## src/djm_pkg.sv

```systemverilog
// Package for the delta-R jet matcher: sizes, codes, configuration record and
// the transaction record that travels along the matching chain.
// Depends on nothing; every other file of the block imports it.
package djm_pkg;

   localparam int MAX_OFF_JETS = 16;
   localparam int PI_UNITS     = 804;

   localparam int PT_W     = 16;
   localparam int ETA_W    = 12;
   localparam int ETAMAX_W = 11;
   localparam int PHI_W    = 11;
   localparam int DISC_W   = 16;
   localparam int DRSQ_W   = 23;
   localparam int MIDX_W   = 4;
   localparam int FUNC_W   = 2;

   localparam int IDX_W    = (MAX_OFF_JETS > 1) ? $clog2(MAX_OFF_JETS) : 1;
   localparam int CNT_W    = $clog2(MAX_OFF_JETS + 1);
   localparam int TWO_PI   = 2 * PI_UNITS;
   localparam int DP_W     = ($clog2(TWO_PI + 1) > PHI_W + 1) ? $clog2(TWO_PI + 1) : PHI_W + 1;
   localparam int ESQ_W    = 2 * ETA_W;
   localparam int PSQ_W    = 2 * DP_W;
   localparam int D_W      = ((ESQ_W > PSQ_W) ? ESQ_W : PSQ_W) + 1;

   localparam int CSR_IDX_W  = 3;
   localparam int CSR_DATA_W = 23;

   localparam logic [FUNC_W-1:0] FUNC_CLEAR = 2'd0;
   localparam logic [FUNC_W-1:0] FUNC_LOAD  = 2'd1;
   localparam logic [FUNC_W-1:0] FUNC_QUERY = 2'd2;

   localparam logic [CSR_IDX_W-1:0] CSR_PT_MIN        = 3'd0;
   localparam logic [CSR_IDX_W-1:0] CSR_ETA_MAX       = 3'd1;
   localparam logic [CSR_IDX_W-1:0] CSR_DISC_FLOOR    = 3'd2;
   localparam logic [CSR_IDX_W-1:0] CSR_TAG_THRESHOLD = 3'd3;
   localparam logic [CSR_IDX_W-1:0] CSR_DR_MAX_SQ     = 3'd4;

   typedef enum logic [1:0] {
      ST_IDLE,
      ST_SQUARE,
      ST_SCAN,
      ST_DONE
   } state_type;

   typedef struct packed {
      logic [PT_W-1:0]          pt_min;
      logic [ETAMAX_W-1:0]      eta_max;
      logic signed [DISC_W-1:0] disc_floor;
      logic signed [DISC_W-1:0] tag_threshold;
      logic [DRSQ_W-1:0]        dr_max_sq;
   } cfg_type;

   typedef struct packed {
      logic                     valid;
      logic                     sel;
      logic                     tag;
      logic                     found;
      logic [D_W-1:0]           best_d;
      logic [IDX_W-1:0]         best_idx;
      logic signed [DISC_W-1:0] best_disc;
   } token_type;

endpackage

```

## src/djm_cuts.sv

```systemverilog
// Selection cuts and tag decision for one online jet.
// Depends on djm_pkg for widths and the configuration record.
module djm_cuts import djm_pkg::*; (
   input  cfg_type                  cfg,
   input  logic [PT_W-1:0]          jet_pt,
   input  logic signed [ETA_W-1:0]  jet_eta,
   input  logic signed [DISC_W-1:0] jet_disc,
   output logic                     sel,
   output logic                     tag
);

   logic [ETA_W-1:0] eta_bits;
   logic [ETA_W-1:0] eta_mag;

   always_comb begin
      eta_bits = jet_eta;
      eta_mag  = eta_bits[ETA_W-1] ? (~eta_bits + ETA_W'(1)) : eta_bits;
      sel      = (jet_pt >= cfg.pt_min) && (eta_mag <= ETA_W'(cfg.eta_max))
                 && (jet_disc >= cfg.disc_floor);
      tag      = jet_disc > cfg.tag_threshold;
   end

endmodule

```

## config.mk

```make
export PLATFORM = sky130hd
export DESIGN_NAME = djm_cuts
export DESIGN_NICKNAME = d
export VERILOG_FILES = /design/src/djm_pkg.sv /design/src/djm_cuts.sv
export SDC_FILE = /design/constraint.sdc
export NUM_CORES = 1
export LEC_CHECK = 0
export ABC_AREA = 1
export BUFFER_PORTS_ARGS = -buffer_cell sky130_fd_sc_hd__buf_2
export CAP_MARGIN = 10
export CORE_MARGIN = 1
export CORE_UTILIZATION = 35
export DETAILED_ROUTE_END_ITERATION = 12
export PLACE_DENSITY = 0.72
export SKIP_LAST_GASP = 1
export SLEW_MARGIN = 20
export SYNTH_ARGS = -nofsm -noshare
export SYNTH_HDL_FRONTEND = slang
export SYNTH_SLANG_ARGS = --single-unit
```

## constraint.sdc

```tcl
create_clock -name vclk -period 1.75
set_input_delay 0.0875 -clock vclk [all_inputs]
set_output_delay 0.0875 -clock vclk [all_outputs]
set_load 0.1 [all_outputs]
```

Word-level counts from Yosys, hierarchy flattened
Index checks and enable logic that the tools add are counted.
- register bits: 0
- output and inout bits: 2
- logic and storage cells: 9
- add/sub/neg operators: 1
- order comparisons: 4
- muxes and demuxes: 1
- bitwise logic cells: 1
- reductions and logical operators: 2
- operator list (operator ; count):
    16-bit greater-or-equal comparator ; 2
    16-bit greater-than comparator ; 1
    12-bit by 1-bit adder with 12-bit output (second input constant) ; 1
    12-bit by 11-bit <= comparator with 1-bit output ; 1
    12-bit two-way mux ; 1
    12-bit NOT ; 1
    1-bit logical AND ; 2

Longest topological paths before layout
Gate-level depths: netlist of run 1.
- depth in word-level cells: 6
- mapped depth: 19

Worst setup path before layout of run 1
No wires, ideal clock.
- path kind: input port to output port
- from: in jet_eta[0]
- to: out sel
- arrival: 2.333 ns
- data required time: 1.662 ns
- path slack: -0.670 ns
- stages: 15
- path buffers: 0
- path through: clkinv_1 ha_1 inv_1 nor4_2 a21oi_1 xor2_1 ha_1 a21oi_1 a21boi_0 nand3_1 nand2_1 nand2_1 nor2_1 nand2_1 inv_1
- longest elaborated chain between the ends: 6
- RTL lines (what ; line ; RTL):
    start: declaration ; djm_cuts.sv:6 ; input logic signed [ETA_W-1:0] jet_eta,
    12-bit NOT ; djm_cuts.sv:17 ; eta_mag = eta_bits[ETA_W-1] ? (~eta_bits + ETA_W'(1)) : eta_bits;
    12-bit by 1-bit adder with 12-bit output ; djm_cuts.sv:17 ;
    12-bit two-way mux (*) ; djm_cuts.sv:17 ;
    12-bit by 11-bit <= comparator with 1-bit output (*) ; djm_cuts.sv:18 ; sel = (jet_pt >= cfg.pt_min) && (eta_mag <= ETA_W'(cfg.eta_max))
    1-bit logical AND (*) ; djm_cuts.sv:18 ;
    1-bit logical AND (*) ; djm_cuts.sv:19 ; && (jet_disc >= cfg.disc_floor);
    end: declaration ; djm_cuts.sv:8 ; output logic sel,
Mark *: on every way between the ends. The rest lies on a longest branch, timed or not.

Worst setup path in the final report of run 1
- from: in jet_eta[3]
- to: out sel
Same word-level chain as after synthesis.

==> metrics.txt, run 1 <==
Startpoint Class primary input; maximum number of pins on one net before global-route repair 6; residual DRC count 0; routed wire length 4.47 mm; count of max-cap constraint violations 0; Worst IR Drop VDD 0.203 mV; launch point of the worst path jet_eta[3]; most frequent standard cell in the layout excluding fill and tap cells buf_2; final period utilization 128%; worst hold slack 0.848 ns; leak pwr 1.77 nW; CP arrival 2.16 ns; count of nets left with antenna violations after detail routing 0; via count of the first global-routing pass 1998; nets 620; worst path cell trace buf_2 -> inv_2 -> nand2_4 -> nor4_4 -> a21oi_2 -> xor2_1 -> ha_1 -> a21oi_1 -> a21boi_2 -> nand3_1 -> nand2_1 -> nand2_1 -> nor2_1 -> nand2_1 -> clkinvlp_4 -> buf_12; worst hold-check path type primary input to primary output; total die area 5680 um2; post-route setup slack -0.498 ns; result of the run finished, violations left; failing checks setup timing; part of the total power dissipated in the clock network 0%; slowest cell on the critical path nor4_4; number of slew-limit violations in the final report 0; end of the critical path sel; RSZ-0062 raised after global routing yes; Power Density 246 nW/um2; Synth Instances 312; die boundary width 75.4 um; required time at the endpoint of the critical path 1.66 ns; average instance area after synthesis 6.04 um2; Core Area 5140 um2; share of total power in sequential cells 0%; largest fanout on the critical path 3; switching power as a share of total power 52.9%; count of unique library cells instantiated by Yosys 26; actual slew at the worst max-slew pin 0.287 ns; global routing usage summed across all routing layers 15.9%; cell class contributing the biggest share of worst-path delay simple AND/OR/NAND/NOR gates; wire length of the first global-routing pass 7.51 mm; Achievable Freq 0.445 GHz; number of hold-slack violations in the final timing report 0; most repeated library cell on the critical path nand2_1; DR vias 2220; mean routed wirelength per cell 8.91 um; DR pass1 iterations 4; number of buffers added to fix hold violations after cts 0; number of input and output port buffers inserted 105; Synth Cell Area 1880 um2; number of clock-tree buffers in the layout 0; Worst Setup Path Type primary input to primary output; Detailed Place HPWL 4.17 mm; type of element capturing the critical path primary output; combinational share of power 100.0%; count of cell instances traversed by the critical path 16; number of failing setup endpoints in the final timing report 1; DRC violation total after the first TritonRoute iteration 26; Min Clock Period, post-route 2.25 ns; antenna fix cells 0; number of top-level pins 128; relative max-transition margin 80.7%; Starting Density 36.7%; Switching Power 0.351 mW; count of buffer and inverter cells on the critical path 4; Layout area overhead 43.2%; most used cells in the layout excluding fill and tap cells buf_2 (103), inv_1 (79), nand2_1 (68); total nets after synthesis 498; Synth Warn # 0; final setup TNS -0.498 ns; FF+latch count 0; vias per inst 4.42; standard-cell rows 26; maximum single-stage delay on the critical path 0.34 ns; Final GP Congestion 0.785; total gr overflow 0; Die Y 75.4 um; number of antenna violations at the first check in global routing 0; fraction of final layout cells sized beyond drive strength 1 34.3%; Reg area 0 um2; proportion of synthesized chip area in sequential cells 0%; cell-internal power 0.312 mW
==> worst min path at each step <==
stage | start | end | cells after the start | slack (ns)
final | jet_disc[15] | tag | 5 | 0.85
after global routing | jet_disc[15] | tag | 5 | 0.89
after CTS | jet_disc[15] | tag | 5 | 0.86
after detailed placement | jet_disc[15] | tag | 5 | 0.85
after global placement | jet_disc[15] | tag | 5 | 0.85
after floorplan | cfg[23] | tag | 6 | 0.70
==> cells by family after synthesis <==
logic type,after synthesis,share of synthesized area [%]
fa+ha+maj,60,39.8
xor+xnor,9,4.18
simple gates,118,28.0
compound gates,34,9.89
buf+inv,91,18.1
==> through the flow <==
step / area (um2) / utilization, % / power (mW) / cells / setup WS, ns
after floorplan: 1930 / - / 0.400 / 312 / -0.433
after global placement: 2680 / 52.1 / 0.643 / 501 / -0.583
after detailed placement: 2680 / 52.1 / 0.660 / 501 / -0.644
after CTS: 2700 / 52.5 / 0.672 / 502 / -0.477
after global routing: 2700 / 52.5 / 0.768 / 502 / -0.731
final: 2700 / 52.5 / 0.663 / 502 / -0.498
==> final cells by class <==
| type | count | area [um2] |
|---|---|---|
| Multi-Input combinational cell | 221 | 1590 |
| Fill cell | 543 | 2440 |
| Timing Repair Buffer | 120 | 668 |
| Tap cell | 70 | 87.6 |
| Inverter | 91 | 355 |
==> worst min-delay path, stage by stage <==
cell    delay [ns]
buf_2         0.10
ha_1          0.18
nor2_1        0.09
nor2_4        0.12
buf_12        0.18
==> per-layer routing <==
metal	vias up	wire [um]	track usage [%]	part of all wire (%)
li1	1218	-	-	-
met1	931	1980	20.2	44
met2	65	2230	30.7	50
met4	0	32	1.23	0.72
met5	-	0	0	0
met3	6	227	1.06	5.1
==> Yosys cell counts <==
library cell / number / area (um2)
nor4_2: 1 / 12.5
nand2_2: 2 / 12.5
a21oi_1: 22 / 110
nor2_1: 20 / 75.1
o21bai_1: 1 / 7.51
nor3_1: 3 / 15.0
ha_1: 60 / 751
inv_1: 83 / 312
nand3_1: 7 / 35.0
nor3b_1: 1 / 7.51
a21o_1: 2 / 15.0
nand4_1: 6 / 37.5
o21ai_1: 4 / 20.0
a21boi_0: 1 / 7.51
clkinv_1: 1 / 3.75
or2_1: 1 / 6.26
o21ai_0: 1 / 5.00
nand2_1: 69 / 259
a31oi_1: 2 / 12.5
xor2_1: 9 / 78.8
nor3_2: 3 / 30.0
a21oi_2: 1 / 8.76
nand3b_1: 1 / 7.51
nand3_2: 1 / 10.0
inv_2: 7 / 26.3
nor2_2: 3 / 18.8
==> what timing repair did <==
action | CTS | global route
pin swaps | 5 | 0
endpoints found under the setup margin | 1 | 1
resized for setup | 6 | 0
buffers inserted | 1 | 0
==> power by group through the flow <==
stage	registers, mW	logic (mW)	clock network, mW
final	0	0.663	0
after global routing	0	0.768	0
after CTS	0	0.672	0
after detailed placement	0	0.660	0
after global placement	0	0.643	0
after floorplan	0	0.400	0
No activity file was read; power rests on OpenSTA's default activity.
==> run 2: changes to the inputs <==
--- a/config.mk
+++ b/config.mk
@@ -11,7 +11,7 @@
 export CORE_MARGIN = 1
 export CORE_UTILIZATION = 35
 export DETAILED_ROUTE_END_ITERATION = 12
-export PLACE_DENSITY = 0.72
+export PLACE_DENSITY = 0.69
 export SKIP_LAST_GASP = 1
 export SLEW_MARGIN = 20
 export SYNTH_ARGS = -nofsm -noshare
==> constraint.sdc (replaced) <==
create_clock -name vclk -period 2.2
set_input_delay 0.11 -clock vclk [all_inputs]
set_output_delay 0.11 -clock vclk [all_outputs]
set_load 0.1 [all_outputs]
==> run 2 against run 1 <==
The flow still finishes with violations (setup timing). Critical endpoint unchanged. Critical path depth grew 4. Design area shrank 2.3%. Core utilization shrank 1.2 points. Largest cell class unchanged. Non-clock buffer count shrank 4.
==> metrics.txt, run 2 (synthesis gave the netlist of run 1 again) <==
required time at the endpoint of the critical path 2.09 ns; Core Area 5140 um2; number of failing setup endpoints in the final timing report 1; Starting Density 36.7%; Worst Setup Path Type primary input to primary output; worst hold slack 0.914 ns; relative max-transition margin 68.0%; sum of internal, switching and leakage power 0.496 mW; mean routed wirelength per cell 8.56 um; count of nets left with antenna violations after detail routing 0; final period utilization 104%; type of element capturing the critical path primary output; failing checks setup timing; vias per inst 4.30; number of input and output port buffers inserted 105; routed wire length 4.26 mm; number of clock-tree buffers in the layout 0; most frequent standard cell in the layout excluding fill and tap cells buf_2; residual DRC count 0; fraction of final layout cells sized beyond drive strength 1 32.9%; via count of the first global-routing pass 1934; total die area 5680 um2; number of buffers added to fix hold violations after cts 0; result of the run finished, violations left; antenna fix cells 0; total gr overflow 0; RSZ-0062 raised after global routing yes; leak pwr 1.75 nW; Worst IR Drop VDD 0.108 mV; Power Density 188 nW/um2; FF+latch count 0; CP arrival 2.18 ns; slowest cell on the critical path ha_1; number of hold-slack violations in the final timing report 0; number of antenna violations at the first check in global routing 0; Layout area overhead 39.9%; Detailed Place HPWL 3.93 mm; Startpoint Class primary input; number of top-level pins 128; DR pass1 iterations 6; number of slew-limit violations in the final report 0; Min Clock Period, post-route 2.29 ns; most used cells in the layout excluding fill and tap cells buf_2 (104), inv_1 (81), nand2_1 (68); Die Y 75.4 um; maximum single-stage delay on the critical path 0.30 ns; post-route setup slack -0.0900 ns; final setup TNS -0.0900 ns; worst hold-check path type primary input to primary output; global routing usage summed across all routing layers 15.1%; maximum number of pins on one net before global-route repair 8; most repeated library cell on the critical path nand2_1; count of placed standard cells in the final layout, fillers left out 498; number of cells after detailed placement 493; wire length of the first global-routing pass 7.11 mm; DRC violation total after the first TritonRoute iteration 20; standard-cell rows 26; Achievable Freq 0.437 GHz; DR vias 2139; worst path cell trace buf_2 -> inv_2 -> ha_2 -> inv_2 -> nor4_4 -> a21oi_1 -> xor2_1 -> ha_1 -> nand2_1 -> inv_2 -> nand2_2 -> nor2_2 -> nand2_1 -> nand3_1 -> nand2_1 -> nand2_1 -> nor2_1 -> nand2_1 -> clkinvlp_4 -> buf_12; die boundary width 75.4 um; Reg area 0 um2; largest fanout on the critical path 3; nets 616; Final GP Congestion 0.797; count of max-cap constraint violations 0; actual slew at the worst max-slew pin 0.484 ns
-- run 2: timing repair --
item | in CTS | in global routing
endpoints found under the setup margin | 1 | 1
resized for setup | 10 | 0
pin swaps | 11 | 0
cloned | 0 | 0
setup buffers | 5 | 0
-- run 2: layout make-up --
cell class         instances  area, um2
well taps                 70       87.6
inverters                 91        347
fillers                  549       2500
multi-input cells        221       1570
repair buffers           116        631
-- run 2: metal layers --
layer / share of wire (%) / up-vias / track usage (%)
met4: 0 / 0 / 0
met3: 6.0 / 0 / 0.661
met5: 0 / - / 0
met2: 48 / 65 / 31.4
li1: - / 1207 / -
met1: 46 / 867 / 17.9
-- run 2: through the flow --
step / util, % / area [um2] / setup WS, ns
after floorplan: - / 1890 / -0.0961
after global placement: 49.9 / 2560 / -0.168
after detailed placement: 49.9 / 2560 / -0.199
after CTS: 51.3 / 2640 / -0.0452
after global routing: 51.3 / 2640 / -0.291
final: 51.3 / 2640 / -0.0900
-- run 2: final timing paths --
path                        start   to  slack (ns)  cells past startpoint
worst max-delay path   jet_eta[1]  sel       -0.09                     20
worst min-delay path  jet_eta[10]  sel        0.91                      8
-- run 2: where the power goes --
group          internal [mW]  total [mW]  switching, mW
Clock                      0           0              0
Combinational          0.225       0.496          0.271
Sequential                 0           0              0
Total                  0.225       0.496          0.271
-- run 2: critical path, delay by kind of cell --
kind,cells,cell delay [ns]
adders and majority gates,2,0.48
buffers and inverters,6,0.55
xor gates and xnor gates,1,0.15
and+or+nand+nor,10,0.77
AOI/OAI and AO/OA,1,0.13
