==> src/djm_pkg.sv <==
// Package for the delta-R jet matcher: sizes, codes, configuration record and
// the transaction record that travels along the matching chain.
// Depends on nothing; every other file of the block imports it.
package djm_pkg;

   localparam int MAX_OFF_JETS = 16;
   localparam int PI_UNITS     = 804;

   localparam int PT_W     = 16;
   localparam int ETA_W    = 12;
   localparam int ETAMAX_W = 11;
   localparam int PHI_W    = 11;
   localparam int DISC_W   = 16;
   localparam int DRSQ_W   = 23;
   localparam int MIDX_W   = 4;
   localparam int FUNC_W   = 2;

   localparam int IDX_W    = (MAX_OFF_JETS > 1) ? $clog2(MAX_OFF_JETS) : 1;
   localparam int CNT_W    = $clog2(MAX_OFF_JETS + 1);
   localparam int TWO_PI   = 2 * PI_UNITS;
   localparam int DP_W     = ($clog2(TWO_PI + 1) > PHI_W + 1) ? $clog2(TWO_PI + 1) : PHI_W + 1;
   localparam int ESQ_W    = 2 * ETA_W;
   localparam int PSQ_W    = 2 * DP_W;
   localparam int D_W      = ((ESQ_W > PSQ_W) ? ESQ_W : PSQ_W) + 1;

   localparam int CSR_IDX_W  = 3;
   localparam int CSR_DATA_W = 23;

   localparam logic [FUNC_W-1:0] FUNC_CLEAR = 2'd0;
   localparam logic [FUNC_W-1:0] FUNC_LOAD  = 2'd1;
   localparam logic [FUNC_W-1:0] FUNC_QUERY = 2'd2;

   localparam logic [CSR_IDX_W-1:0] CSR_PT_MIN        = 3'd0;
   localparam logic [CSR_IDX_W-1:0] CSR_ETA_MAX       = 3'd1;
   localparam logic [CSR_IDX_W-1:0] CSR_DISC_FLOOR    = 3'd2;
   localparam logic [CSR_IDX_W-1:0] CSR_TAG_THRESHOLD = 3'd3;
   localparam logic [CSR_IDX_W-1:0] CSR_DR_MAX_SQ     = 3'd4;

   typedef enum logic [1:0] {
      ST_IDLE,
      ST_SQUARE,
      ST_SCAN,
      ST_DONE
   } state_type;

   typedef struct packed {
      logic [PT_W-1:0]          pt_min;
      logic [ETAMAX_W-1:0]      eta_max;
      logic signed [DISC_W-1:0] disc_floor;
      logic signed [DISC_W-1:0] tag_threshold;
      logic [DRSQ_W-1:0]        dr_max_sq;
   } cfg_type;

   typedef struct packed {
      logic                     valid;
      logic                     sel;
      logic                     tag;
      logic                     found;
      logic [D_W-1:0]           best_d;
      logic [IDX_W-1:0]         best_idx;
      logic signed [DISC_W-1:0] best_disc;
   } token_type;

endpackage

==> src/djm_cell.sv <==
// One cell of the matching chain: holds one offline jet, squares its distance
// to the current online jet and updates the best match passing through it.
// Depends on djm_pkg for widths and the chain transaction record.
module djm_cell import djm_pkg::*; (
   input  logic                     clock,
   input  logic                     reset,
   input  logic                     load_en,
   input  logic signed [ETA_W-1:0]  load_eta,
   input  logic signed [PHI_W-1:0]  load_phi,
   input  logic signed [DISC_W-1:0] load_disc,
   input  logic                     sq_en,
   input  logic signed [ETA_W-1:0]  q_eta,
   input  logic signed [PHI_W-1:0]  q_phi,
   input  logic                     active,
   input  logic [IDX_W-1:0]         cell_idx,
   input  token_type                tok_in,
   output token_type                tok_out
);

   logic signed [ETA_W-1:0]  eta_ff;
   logic signed [PHI_W-1:0]  phi_ff;
   logic signed [DISC_W-1:0] disc_ff;
   logic [ESQ_W-1:0]         eta_sq_ff;
   logic [ESQ_W-1:0]         eta_sq_in;
   logic [PSQ_W-1:0]         phi_sq_ff;
   logic [PSQ_W-1:0]         phi_sq_in;
   logic                     valid_ff;
   token_type                tok_ff;
   token_type                tok_in_next;

   logic signed [ETA_W:0]    de;
   logic signed [2*ETA_W+1:0] de_prod;
   logic [PHI_W:0]           dphi;
   logic [PHI_W:0]           dphi_mag;
   logic [DP_W-1:0]          dp_u;
   logic signed [DP_W+1:0]   wrap;
   logic [DP_W+1:0]          wrap_mag;
   logic [DP_W-1:0]          dp_fin;
   logic [D_W-1:0]           dist_sq;
   logic                     take;

   always_comb begin
      de       = {eta_ff[ETA_W-1], eta_ff} - {q_eta[ETA_W-1], q_eta};
      de_prod  = de * de;
      eta_sq_in = de_prod[ESQ_W-1:0];

      dphi     = {phi_ff[PHI_W-1], phi_ff} - {q_phi[PHI_W-1], q_phi};
      dphi_mag = dphi[PHI_W] ? (~dphi + (PHI_W+1)'(1)) : dphi;
      dp_u     = DP_W'(dphi_mag);
      wrap     = signed'((DP_W+2)'(TWO_PI)) - signed'({2'b00, dp_u});
      wrap_mag = wrap[DP_W+1] ? (~wrap + (DP_W+2)'(1)) : wrap;
      dp_fin   = (dp_u > DP_W'(PI_UNITS)) ? wrap_mag[DP_W-1:0] : dp_u;
      phi_sq_in = PSQ_W'(dp_fin) * PSQ_W'(dp_fin);
   end

   always_comb begin
      dist_sq = D_W'(eta_sq_ff) + D_W'(phi_sq_ff);
      take = tok_in.valid && tok_in.sel && active && (dist_sq < tok_in.best_d);
      tok_in_next = tok_in;
      if (take) begin
         tok_in_next.found     = 1'b1;
         tok_in_next.best_d    = dist_sq;
         tok_in_next.best_idx  = cell_idx;
         tok_in_next.best_disc = disc_ff;
      end
   end

   always_ff @(posedge clock) begin
      if (load_en) begin
         eta_ff  <= load_eta;
         phi_ff  <= load_phi;
         disc_ff <= load_disc;
      end
      if (sq_en) begin
         eta_sq_ff <= eta_sq_in;
         phi_sq_ff <= phi_sq_in;
      end
      if (tok_in.valid) begin
         tok_ff <= tok_in_next;
      end
   end

   always_ff @(posedge clock) begin
      if (reset) begin
         valid_ff <= 1'b0;
      end else begin
         valid_ff <= tok_in.valid;
      end
   end

   always_comb begin
      tok_out       = tok_ff;
      tok_out.valid = valid_ff;
   end

endmodule

==> config.mk <==
export PLATFORM = sky130hd
export DESIGN_NAME = djm_cell
export DESIGN_NICKNAME = d
export VERILOG_FILES = /design/src/djm_pkg.sv /design/src/djm_cell.sv
export SDC_FILE = /design/constraint.sdc
export NUM_CORES = 1
export LEC_CHECK = 0
export ABC_CLOCK_PERIOD_IN_PS = 17230
export BUFFER_PORTS_ARGS = -buffer_cell sky130_fd_sc_hd__clkbuf_2
export CORE_UTILIZATION = 50
export DETAILED_ROUTE_END_ITERATION = 12
export PLACE_DENSITY = 0.75
export SKIP_LAST_GASP = 1
export SYNTH_ARGS = -nofsm -noshare
export SYNTH_HDL_FRONTEND = slang
export SYNTH_SLANG_ARGS = --single-unit
==> constraint.sdc <==
create_clock -name clock -period 17.23 [get_ports clock]
set_input_delay 2.5845 -clock clock [delete_from_list [all_inputs] [get_ports clock]]
set_output_delay 2.5845 -clock clock [all_outputs]
set_load 0.03 [all_outputs]
; ---- Yosys cells after proc, flatten, opt, wreduce, memory -nomap -nowiden
; Index checks and enable logic that the tools add are counted.
[word_totals]
register_bits = 136
in_bits = 120
out_inout_bits = 49
elab_cells = 31
[op_classes]
n_addsub = 6
mul = 2
order_cmp = 2
muxes = 4
n_bitwise = 2
reduce_logical = 3
[ops]
columns = operator, count
row1 = $mux 45, 1
row2 = $mux 12, 3
row3 = $add 24x24->25, 1
row4 = $lt 25x25->1, 1
row5 = $mul 12x12->24, 1
row6 = $mul 13x13->24, 1
row7 = $not 12->12, 2
row8 = $sub 11x12->13 const A, 1
row9 = $sub 12x12->13, 1
row10 = $add 12x1->12 const B, 1
row11 = $add 12x2->12 const B, 1
row12 = $gt 12x10->1 const B, 1
row13 = $sub 11x11->12, 1
row14 = $logic_and 1x1->1, 3

; ---- Depth between registers and ports, before layout
; Gate-level depths: netlist of run 1.
[depth]
ltp_word = 10
depth_mapped = 45

; ---- Worst setup path before layout of run 1
; OpenSTA, ideal clock, no wires.
[synth_timing]
path_kind = input port to flip-flop
startpoint = input q_phi[0]
endpoint = register phi_sq_ff[22], data pin
t_arrival_ns = 10.707
setup_slack_ns = 6.261
path_stages = 38
path_cell_list = ha_1 inv_1 fa_1 inv_1 ha_1 clkbuf_1 nand3_1 mux2_2 a211o_1 buf_6 o41a_1 o22a_2 a21o_1 a21oi_2 nand3_1 a21oi_1 xor2_1 buf_2 [... 2 more ...] ha_1 fa_1 inv_1 fa_1 fa_1 inv_1 ha_1 o21ai_0 a21boi_0 o21ai_0 a21boi_0 o21ai_0 a21oi_1 nor2_1 a2111oi_0 nor2_1 a21oi_1 xor2_1
[synth_between]
elab_chain_len = 10
[synth_lines]
columns = item, line_no
row1 = start: declaration, djm_cell.sv:13  ; input logic signed [PHI_W-1:0] q_phi,
row2 = $sub 11x11->12 (*), djm_cell.sv:47  ; dphi = {phi_ff[PHI_W-1], phi_ff} - {q_phi[PHI_W-1], q_phi};
row3 = $not 12->12, djm_cell.sv:48  ; dphi_mag = dphi[PHI_W] ? (~dphi + (PHI_W+1)'(1)) : dphi;
row4 = $add 12x1->12, djm_cell.sv:48
row5 = $mux 12 (*), djm_cell.sv:48
row6 = $sub 11x12->13, djm_cell.sv:50  ; wrap = signed'((DP_W+2)'(TWO_PI)) - signed'({2'b00, dp_u});
row7 = $not 12->12, djm_cell.sv:51  ; wrap_mag = wrap[DP_W+1] ? (~wrap + (DP_W+2)'(1)) : wrap;
row8 = $add 12x2->12, djm_cell.sv:51
row9 = $mux 12, djm_cell.sv:51
row10 = $mux 12 (*), djm_cell.sv:52  ; dp_fin = (dp_u > DP_W'(PI_UNITS)) ? wrap_mag[DP_W-1:0] : dp_u;
row11 = $mul 12x12->24 (*), djm_cell.sv:53  ; phi_sq_in = PSQ_W'(dp_fin) * PSQ_W'(dp_fin);
row12 = named net phi_sq_in[22], djm_cell.sv:26  ; logic [PSQ_W-1:0] phi_sq_in;
row13 = end signal: assignment, djm_cell.sv:76  ; phi_sq_ff <= phi_sq_in;
row14 = end: declaration, djm_cell.sv:25  ; logic [PSQ_W-1:0] phi_sq_ff;
; Mark *: on every way through the listed nets, which the timed path passes. The rest lies on a longest branch.
; A chain may end at the register's enable or synchronous reset.

; ---- Final worst setup path of run 1
; Same ends and word-level chain as after synthesis.

==> flow_metrics.py, run 1 <==
metrics = {
    "run_status": {
        "status": "finished, final reports clean",
    },
    "timing": {
        "rsz0062_at_grt": "false",
        "setup_tns_ns": 0,
        "slew_headroom_pct": 21.0,
        "drv_slew": 0,
        "period_minus_slack_ns": 11.63,
        "fin_crit_sh_pct": 67.5,
        "hold_viol": 0,
        "fmax_mhz": 86.0,
        "clock_skew_ns": 0.0133,
        "worst_pin_slew_ns": 1.18,
        "setup_violations": 0,
    },
    "synthesis": {
        "ys_ff_latch": 134,
        "yosys_warnings": 0,
        "async_flop_share_pct": 0,
        "synth_mux_area_share_pct": 3.14,
        "yosysUniqueCellTypes": 85,
        "syn_area_um2": 17100,
        "synth_edf_count": 133,
        "synthFlopType": "edfxtp_1",
        "avgSynthCellArea_um2": 10.1,
        "synth_xor_area_share_pct": 5.52,
        "ys_seq_area_share_pct": 23.4,
        "yosys.area_share.simple_pct": 11.5,
        "synthAdderAreaFrac_pct": 38.9,
        "synth_compound_area_share_pct": 9.39,
        "synth_top_family_by_area": "adder cells",
        "synth_cells": 1689,
    },
    "hold_path": {
        "hold-path-endpoint": "tok_out[5]",
        "worstHoldPathType": "reg2reg",
        "holdCritStartpoint": "disc_ff[5]",
        "holdPathStages": 1,
    },
    "clocking": {
        "clock_latency_ns": 0.44,
        "post_cts_buffers": 0,
        "cts_root_buf": "clkbuf_16",
        "cts_resized": 0,
        "clkSinkCount": 134,
        "cts-hold-fix-buffers": 0,
        "htreeDepth": 4,
        "cts_max_path_buffers": 2,
        "clk_pin_slew_worst_paths_ns": 0.07,
        "cts_tree": "built",
        "cts_buffers": 17,
    },
    "floorplanning": {
        "start_util_pct": 51.0,
        "io-pin-count": 169,
        "die_w_um": 187,
        "coreArea_um2": 33600,
        "dieArea_um2": 35000,
        "die_h_um": 187,
        "rows": 67,
    },
    "route": {
        "wl_per_cell_um": 16.0,
        "dr.pass1.iters": 4,
        "drtIter0Drc": 599,
        "finalWirelength_um": 37300,
        "antenna_left": 0,
        "drc_errors": 0,
        "vias": 12457,
        "routed_via_density": 5.34,
    },
    "worst_setup_path": {
        "r2r_cells": 41,
        "r2r-end": "phi_sq_ff[22]",
        "endpoint_kind": "register",
        "max_stage_delay_ns": 0.63,
        "worstPathMaxFanout": 14,
        "ff2ff_setup_slack_ns": 7.42,
        "startpoint_type": "primary input",
        "worst_ep_required_time_ns": 17.43,
        "critPathKind": "in2reg",
        "rr_startpoint": "phi_ff[0]",
        "crit_path_top_delay_cell": "a2111oi_0",
        "cp.arrival_ns": 11.83,
    },
    "finish": {
        "synthToLayoutAreaGrowth_pct": 11.7,
        "drive_above_1_share_pct": 16.0,
        "fillers": 2850,
        "diodes": 0,
        "nNetsFinal": 2394,
    },
    "global_routing": {
        "grt_max_degree": 51,
        "grt_pass1_vias": 13085,
        "grt_antenna_before_repair": 1,
        "globalRouteOverflowTotal": 0,
        "grt_pass1_wl_um": 61800,
        "grt_use_total_pct": 22.2,
    },
    "flow_run": {
        "drv_cap": 0,
    },
    "placed_design": {
        "hpwl_um": 30700,
        "io_buffers": 168,
        "gp_congestion": 0.897,
    },
}
## flip-flops by register name, indices dropped and copies added (netlist names)
name / flops
eta_ff: 12
valid_ff: 1
tok_out: 48
eta_sq_ff: 23
phi_ff: 11
disc_ff: 16
phi_sq_ff: 23
## cell type report
class / count / area (µm²) / area share, %
repair buffers: 186 / 976 / 5.10
well taps: 448 / 561 / 2.93
multi-input cells: 1209 / 11800 / 61.6
flip-flops and latches: 134 / 4010 / 21.0
inverters: 322 / 1210 / 6.31
clock buffers: 18 / 429 / 2.24
clock inverters: 14 / 164 / 0.856
## cells in the mapped netlist, drive strengths merged (18+ instances only)
cell type / number / area (µm²)
nand3: 25 / 125
clkbuf: 26 / 97.6
ha: 189 / 2360
edfxtp: 133 / 3990
a21o: 28 / 210
nor3: 37 / 195
mux2: 46 / 518
xor2: 23 / 201
fa: 215 / 4300
or2: 26 / 165
a21oi: 59 / 299
nor2: 147 / 552
nor2b: 19 / 119
nand2: 75 / 282
xnor2: 79 / 699
o21ai: 49 / 245
or3: 18 / 118
inv: 317 / 1190
## cells in the final DEF (no fill, tap or decap), types with 19 or more instances in the layout
master    instances
clkbuf_2        168
nand2_1          75
nor2_1          147
a21oi_1          58
xnor2_1          78
a21o_1           28
fa_1            215
mux2_2           45
edfxtp_1        133
xor2_1           23
inv_1           317
nor3_1           35
nor2b_1          19
o21ai_0          44
nand3_1          25
ha_1            189
## worst max path at each step
stage / to / slack [ns] / from / cells past startpoint
finish: phi_sq_ff[22] / 5.60 / q_phi[0] / 41
global route: phi_sq_ff[22] / 4.74 / q_phi[0] / 40
CTS: phi_sq_ff[22] / 5.58 / q_phi[0] / 41
detailed placement: phi_sq_ff[22] / 5.15 / q_phi[0] / 41
global placement: phi_sq_ff[22] / 5.44 / q_phi[4] / 34
floorplan: phi_sq_ff[22] / 6.26 / q_phi[0] / 38
## worst max-delay path, delay by kind of cell
family | cells | cell delay, ns
XOR/XNOR | 2 | 0.23
adder cells (fa/ha/maj) | 10 | 3.85
AND/OR/NAND/NOR | 6 | 0.87
buffers and inverters | 6 | 0.39
AO/OA/AOI/OAI | 17 | 3.88
## logic make-up (layout without fill, tap and decap cells)
family          Yosys count  after routing
compound gates          230            230
buf+inv                 360            540
mux                      48             48
simple gates            407            407
fa+ha+maj               404            404
xor+xnor                104            104
flops                   134            134
other cells               2             16
## per-stage QoR
stage	hold WS, ns	cells	setup WS [ns]	utilization [%]	instance area, µm²
CTS	0.551	2331	5.58	56.9	19100
floorplan	0.525	1703	6.26	-	17200
detailed placement	0.535	2299	5.15	55.2	18500
finish	0.551	2331	5.60	56.9	19100
global route	0.555	2331	4.74	56.9	19100
global placement	0.528	2299	5.44	55.2	18500
## metal layers
layer	part of all wire, %	vias to the layer above	GRT usage (%)
met1	41	6060	27.0
li1	-	5937	-
met5	0.035	-	0
met4	2.5	2	7.28
met3	6.1	73	3.92
met2	50	385	39.6
Power of run 1 is left out: the tool's default activity adds up to more than one toggle a clock period on the data nets, which glitch-free logic cannot reach.
==> run 2: changes to the inputs <==
--- a/config.mk
+++ b/config.mk
@@ -5,7 +5,7 @@
 export SDC_FILE = /design/constraint.sdc
 export NUM_CORES = 1
 export LEC_CHECK = 0
-export ABC_CLOCK_PERIOD_IN_PS = 17230
+export ABC_CLOCK_PERIOD_IN_PS = 10900
 export BUFFER_PORTS_ARGS = -buffer_cell sky130_fd_sc_hd__clkbuf_2
 export CORE_UTILIZATION = 50
 export DETAILED_ROUTE_END_ITERATION = 12
==> constraint.sdc (replaced) <==
create_clock -name clock -period 10.9 [get_ports clock]
set_input_delay 1.635 -clock clock [delete_from_list [all_inputs] [get_ports clock]]
set_output_delay 1.635 -clock clock [all_outputs]
set_load 0.03 [all_outputs]
==> flow_metrics.py, run 2 (synthesis gave the netlist of run 1 again) <==
metrics = {
    "hold_path": {
        "worstHoldPathType": "reg2reg",
        "hold-path-endpoint": "tok_out[0]",
        "holdCritStartpoint": "disc_ff[0]",
        "holdPathStages": 1,
    },
    "timing": {
        "slew_headroom_pct": 23.4,
        "fin_crit_sh_pct": 94.0,
        "rsz0062_at_grt": "false",
        "worst_pin_slew_ns": 1.15,
        "clock_skew_ns": 0.0127,
        "hold_viol": 0,
        "setup_violations": 0,
        "period_minus_slack_ns": 10.25,
        "fmax_mhz": 97.6,
        "setup_tns_ns": 0,
        "drv_slew": 0,
    },
    "finish": {
        "final_common_cell": "inv_1",
        "final_cell_mix": "inv_1 (317), fa_1 (215), ha_1 (188)",
        "nNetsFinal": 2414,
        "drive_above_1_share_pct": 17.0,
        "diodes": 0,
        "largest_register_ffs": 48,
        "synthToLayoutAreaGrowth_pct": 12.5,
    },
    "floorplanning": {
        "rows": 67,
        "die_w_um": 187,
        "io-pin-count": 169,
        "coreArea_um2": 33600,
        "dieArea_um2": 35000,
        "die_h_um": 187,
        "start_util_pct": 51.0,
    },
    "global_routing": {
        "grt_antenna_before_repair": 1,
        "grt_pass1_vias": 13334,
        "grt_pass1_wl_um": 64100,
        "globalRouteOverflowTotal": 0,
        "grt_use_total_pct": 23.0,
        "grt_max_degree": 51,
    },
    "clocking": {
        "cts_tree": "built",
        "htreeDepth": 4,
        "clock_latency_ns": 0.43,
        "cts-hold-fix-buffers": 0,
        "cts_buffers": 17,
        "clkSinkCount": 134,
        "clk_pin_slew_worst_paths_ns": 0.07,
        "cts_root_buf": "clkbuf_16",
        "cts_max_path_buffers": 2,
    },
    "route": {
        "wl_per_cell_um": 16.3,
        "vias": 12582,
        "dr.pass1.iters": 5,
        "finalWirelength_um": 38400,
        "drc_errors": 0,
        "antenna_left": 0,
        "drtIter0Drc": 610,
        "routed_via_density": 5.35,
    },
    "placed_design": {
        "hpwl_um": 31700,
        "gp_congestion": 0.915,
        "io_buffers": 168,
    },
    "worst_setup_path": {
        "max_stage_delay_ns": 0.61,
        "ff2ff_setup_slack_ns": 1.51,
        "endpoint_kind": "register",
        "startpoint_type": "primary input",
        "critPathKind": "in2reg",
        "r2r_cells": 37,
        "crit_buf_inv": 7,
        "worst_ep_required_time_ns": 11.08,
        "crit_path_frequent_cell": "fa_1",
        "cp.arrival_ns": 10.42,
        "worstPathMaxFanout": 8,
        "r2r-end": "phi_sq_ff[22]",
        "crit_path_top_delay_cell": "fa_1",
        "crit_family": "adder cells",
        "rr_startpoint": "phi_ff[0]",
    },
    "run_status": {
        "status": "finished, final reports clean",
    },
    "flow_run": {
        "drv_cap": 0,
    },
}
==> run 2: through the flow <==
| stage | setup slack (ns) | hold slack, ns | cell area (µm²) | cells | utilization [%] |
|---|---|---|---|---|---|
| 6_report | 0.652 | 0.551 | 19300 | 2351 | 57.3 |
| 2_1_floorplan | 0.881 | 0.525 | 17200 | 1703 | - |
| 3_3_place_gp | 0.388 | 0.529 | 18700 | 2319 | 55.6 |
| 5_1_grt | 0.0423 | 0.568 | 19300 | 2351 | 57.3 |
| 4_1_cts | 0.483 | 0.554 | 19300 | 2351 | 57.3 |
| 3_5_place_dp | 0.0427 | 0.535 | 18700 | 2319 | 55.6 |
==> run 2: layout make-up <==
| type | instances | area [µm²] |
|---|---|---|
| fillers | 2875 | 14300 |
| inverters | 322 | 1210 |
| clock buffers | 17 | 425 |
| flip-flops and latches | 134 | 4010 |
| well taps | 448 | 561 |
| clock inverters | 15 | 140 |
| repair buffers | 206 | 1130 |
| multi-input cells | 1209 | 11800 |
==> run 2: worst max path at each step <==
stage,start,endpoint,cells after the start
3_5_place_dp,q_phi[0],phi_sq_ff[22],42
3_3_place_gp,q_phi[0],phi_sq_ff[22],42
5_1_grt,q_phi[0],phi_sq_ff[22],42
4_1_cts,q_phi[0],phi_sq_ff[22],42
6_report,q_phi[0],phi_sq_ff[22],37
2_1_floorplan,q_phi[0],phi_sq_ff[22],38
==> run 2: layer usage <==
metal / wire (µm) / global-route usage, %
met2: 19000 / 40.9
met3: 2520 / 5.01
met1: 16100 / 28.0
met4: 741 / 6.12
met5: 13 / 0
==> run 2: repair_timing <==
item	4_1_cts	5_1_grt
buffers inserted	0	0
setup endpoints to repair	0	3
gates resized for setup	0	4
Power of run 2 is left out for the same reason.
==> run 3: changes to the inputs <==
--- a/config.mk
+++ b/config.mk
@@ -5,12 +5,14 @@
 export SDC_FILE = /design/constraint.sdc
 export NUM_CORES = 1
 export LEC_CHECK = 0
-export ABC_CLOCK_PERIOD_IN_PS = 10900
+export ABC_CLOCK_PERIOD_IN_PS = 11800
 export BUFFER_PORTS_ARGS = -buffer_cell sky130_fd_sc_hd__clkbuf_2
 export CORE_UTILIZATION = 50
 export DETAILED_ROUTE_END_ITERATION = 12
+export HOLD_SLACK_MARGIN = 0.03
 export PLACE_DENSITY = 0.75
 export SKIP_LAST_GASP = 1
 export SYNTH_ARGS = -nofsm -noshare
 export SYNTH_HDL_FRONTEND = slang
 export SYNTH_SLANG_ARGS = --single-unit
+export TNS_END_PERCENT = 50
==> constraint.sdc (replaced) <==
create_clock -name clock -period 11.8 [get_ports clock]
set_input_delay 1.77 -clock clock [delete_from_list [all_inputs] [get_ports clock]]
set_output_delay 1.77 -clock clock [all_outputs]
set_load 0.03 [all_outputs]
==> flow_metrics.py, run 3 (synthesis gave the netlist of run 1 again) <==
metrics = {
    "timing": {
        "worst_pin_slew_ns": 1.08,
        "slew_headroom_pct": 27.4,
        "hold_viol": 0,
        "rsz0062_at_grt": "false",
        "setup_violations": 0,
        "setup_tns_ns": 0,
        "fmax_mhz": 91.1,
        "period_minus_slack_ns": 10.98,
        "fin_crit_sh_pct": 93.0,
        "clock_skew_ns": 0.0100,
        "drv_slew": 0,
    },
    "placed_design": {
        "hpwl_um": 31100,
        "gp_congestion": 0.910,
        "io_buffers": 168,
    },
    "worst_setup_path": {
        "r2r-end": "phi_sq_ff[22]",
        "startpoint_type": "primary input",
        "worst_ep_required_time_ns": 11.99,
        "max_stage_delay_ns": 0.68,
        "r2r_cells": 45,
        "worstPathMaxFanout": 13,
        "cp.arrival_ns": 11.17,
        "crit_path_frequent_cell": "inv_1",
        "crit_path_top_delay_cell": "a2111oi_0",
        "critPathKind": "in2reg",
        "ff2ff_setup_slack_ns": 1.81,
        "rr_startpoint": "phi_ff[0]",
        "endpoint_kind": "register",
    },
    "hold_path": {
        "hold-path-endpoint": "tok_out[5]",
        "holdCritStartpoint": "disc_ff[5]",
        "worstHoldPathType": "reg2reg",
        "holdPathStages": 1,
    },
    "floorplanning": {
        "coreArea_um2": 33600,
        "io-pin-count": 169,
        "start_util_pct": 51.0,
        "die_w_um": 187,
        "die_h_um": 187,
        "rows": 67,
        "dieArea_um2": 35000,
    },
    "route": {
        "routed-wl-met3_um": 1990,
        "wl_met2_um": 18700,
        "routedLengthMet1_um": 16100,
        "vias": 12414,
        "finalWirelength_um": 37700,
        "drtIter0Drc": 629,
        "routed_via_density": 5.31,
        "drc_errors": 0,
        "top_layer": "met4",
        "dr.pass1.iters": 5,
        "antenna_left": 0,
        "wl_per_cell_um": 16.1,
    },
    "clocking": {
        "clk_pin_slew_worst_paths_ns": 0.07,
        "clock_latency_ns": 0.44,
        "cts-hold-fix-buffers": 0,
        "post_cts_buffers": 0,
        "cts_root_buf": "clkbuf_16",
        "cts_resized": 0,
        "cts_buffers": 17,
        "htreeDepth": 4,
        "cts_max_path_buffers": 2,
        "cts_tree": "built",
        "clkSinkCount": 134,
    },
    "global_routing": {
        "grt_pass1_vias": 13185,
        "grt_max_degree": 51,
        "globalRouteOverflowTotal": 0,
        "grt_pass1_wl_um": 63600,
        "grt_antenna_before_repair": 0,
        "grt_use_total_pct": 22.8,
    },
    "finish": {
        "largest_register_ffs": 48,
        "drive_above_1_share_pct": 16.4,
        "diodes": 0,
        "nNetsFinal": 2403,
        "final_cell_mix": "inv_1 (317), fa_1 (215), ha_1 (189)",
        "final_common_cell": "inv_1",
        "synthToLayoutAreaGrowth_pct": 12.3,
    },
    "flow_run": {
        "drv_cap": 0,
    },
    "run_status": {
        "status": "finished, final reports clean",
    },
}
-- run 3: through the flow --
step	instance area [µm²]	util [%]	std cells	worst slack (ns)	hold WS [ns]
after global placement	18600	55.4	2308	0.911	0.529
after CTS	19200	57.2	2340	0.912	0.552
after floorplan	17200	-	1703	1.65	0.525
final	19200	57.2	2340	0.821	0.546
after detailed placement	18600	55.4	2308	0.479	0.537
after global routing	19200	57.2	2340	0.127	0.563
-- run 3: worst max-delay path: cells and delay by family --
family,cells,cell delay (ns)
and+or+nand+nor,7,0.90
adders and majority gates,10,3.70
buffers and inverters,9,0.72
AOI/OAI and AO/OA,17,3.84
xor gates and xnor gates,2,0.27
-- run 3: layout make-up --
class                   instances  area (µm²)
fillers                      2851       14400
multi-input cells            1209       11800
flip-flops and latches        134        4010
inverters                     322        1210
repair buffers                195        1040
well taps                     448         561
clock buffers                  18         429
clock inverters                14         193
-- run 3: routing by layer --
| layer | GRT usage, % | vias to the layer above |
|---|---|---|
| li1 | - | 5956 |
| met1 | 28.4 | 6016 |
| met2 | 40.2 | 386 |
| met3 | 4.30 | 56 |
| met4 | 6.37 | 0 |
| met5 | 0 | - |
-- run 3: worst max path at each step --
| stage | slack (ns) | cells past startpoint | from | to |
|---|---|---|---|---|
| finish | 0.82 | 45 | q_phi[0] | phi_sq_ff[22] |
| global route | 0.13 | 44 | q_phi[0] | phi_sq_ff[22] |
| CTS | 0.91 | 44 | q_phi[0] | phi_sq_ff[22] |
| detailed placement | 0.48 | 44 | q_phi[0] | phi_sq_ff[22] |
| global placement | 0.91 | 42 | q_phi[0] | phi_sq_ff[22] |
| floorplan | 1.65 | 38 | q_phi[0] | phi_sq_ff[22] |
Power of run 3 is left out for the same reason.
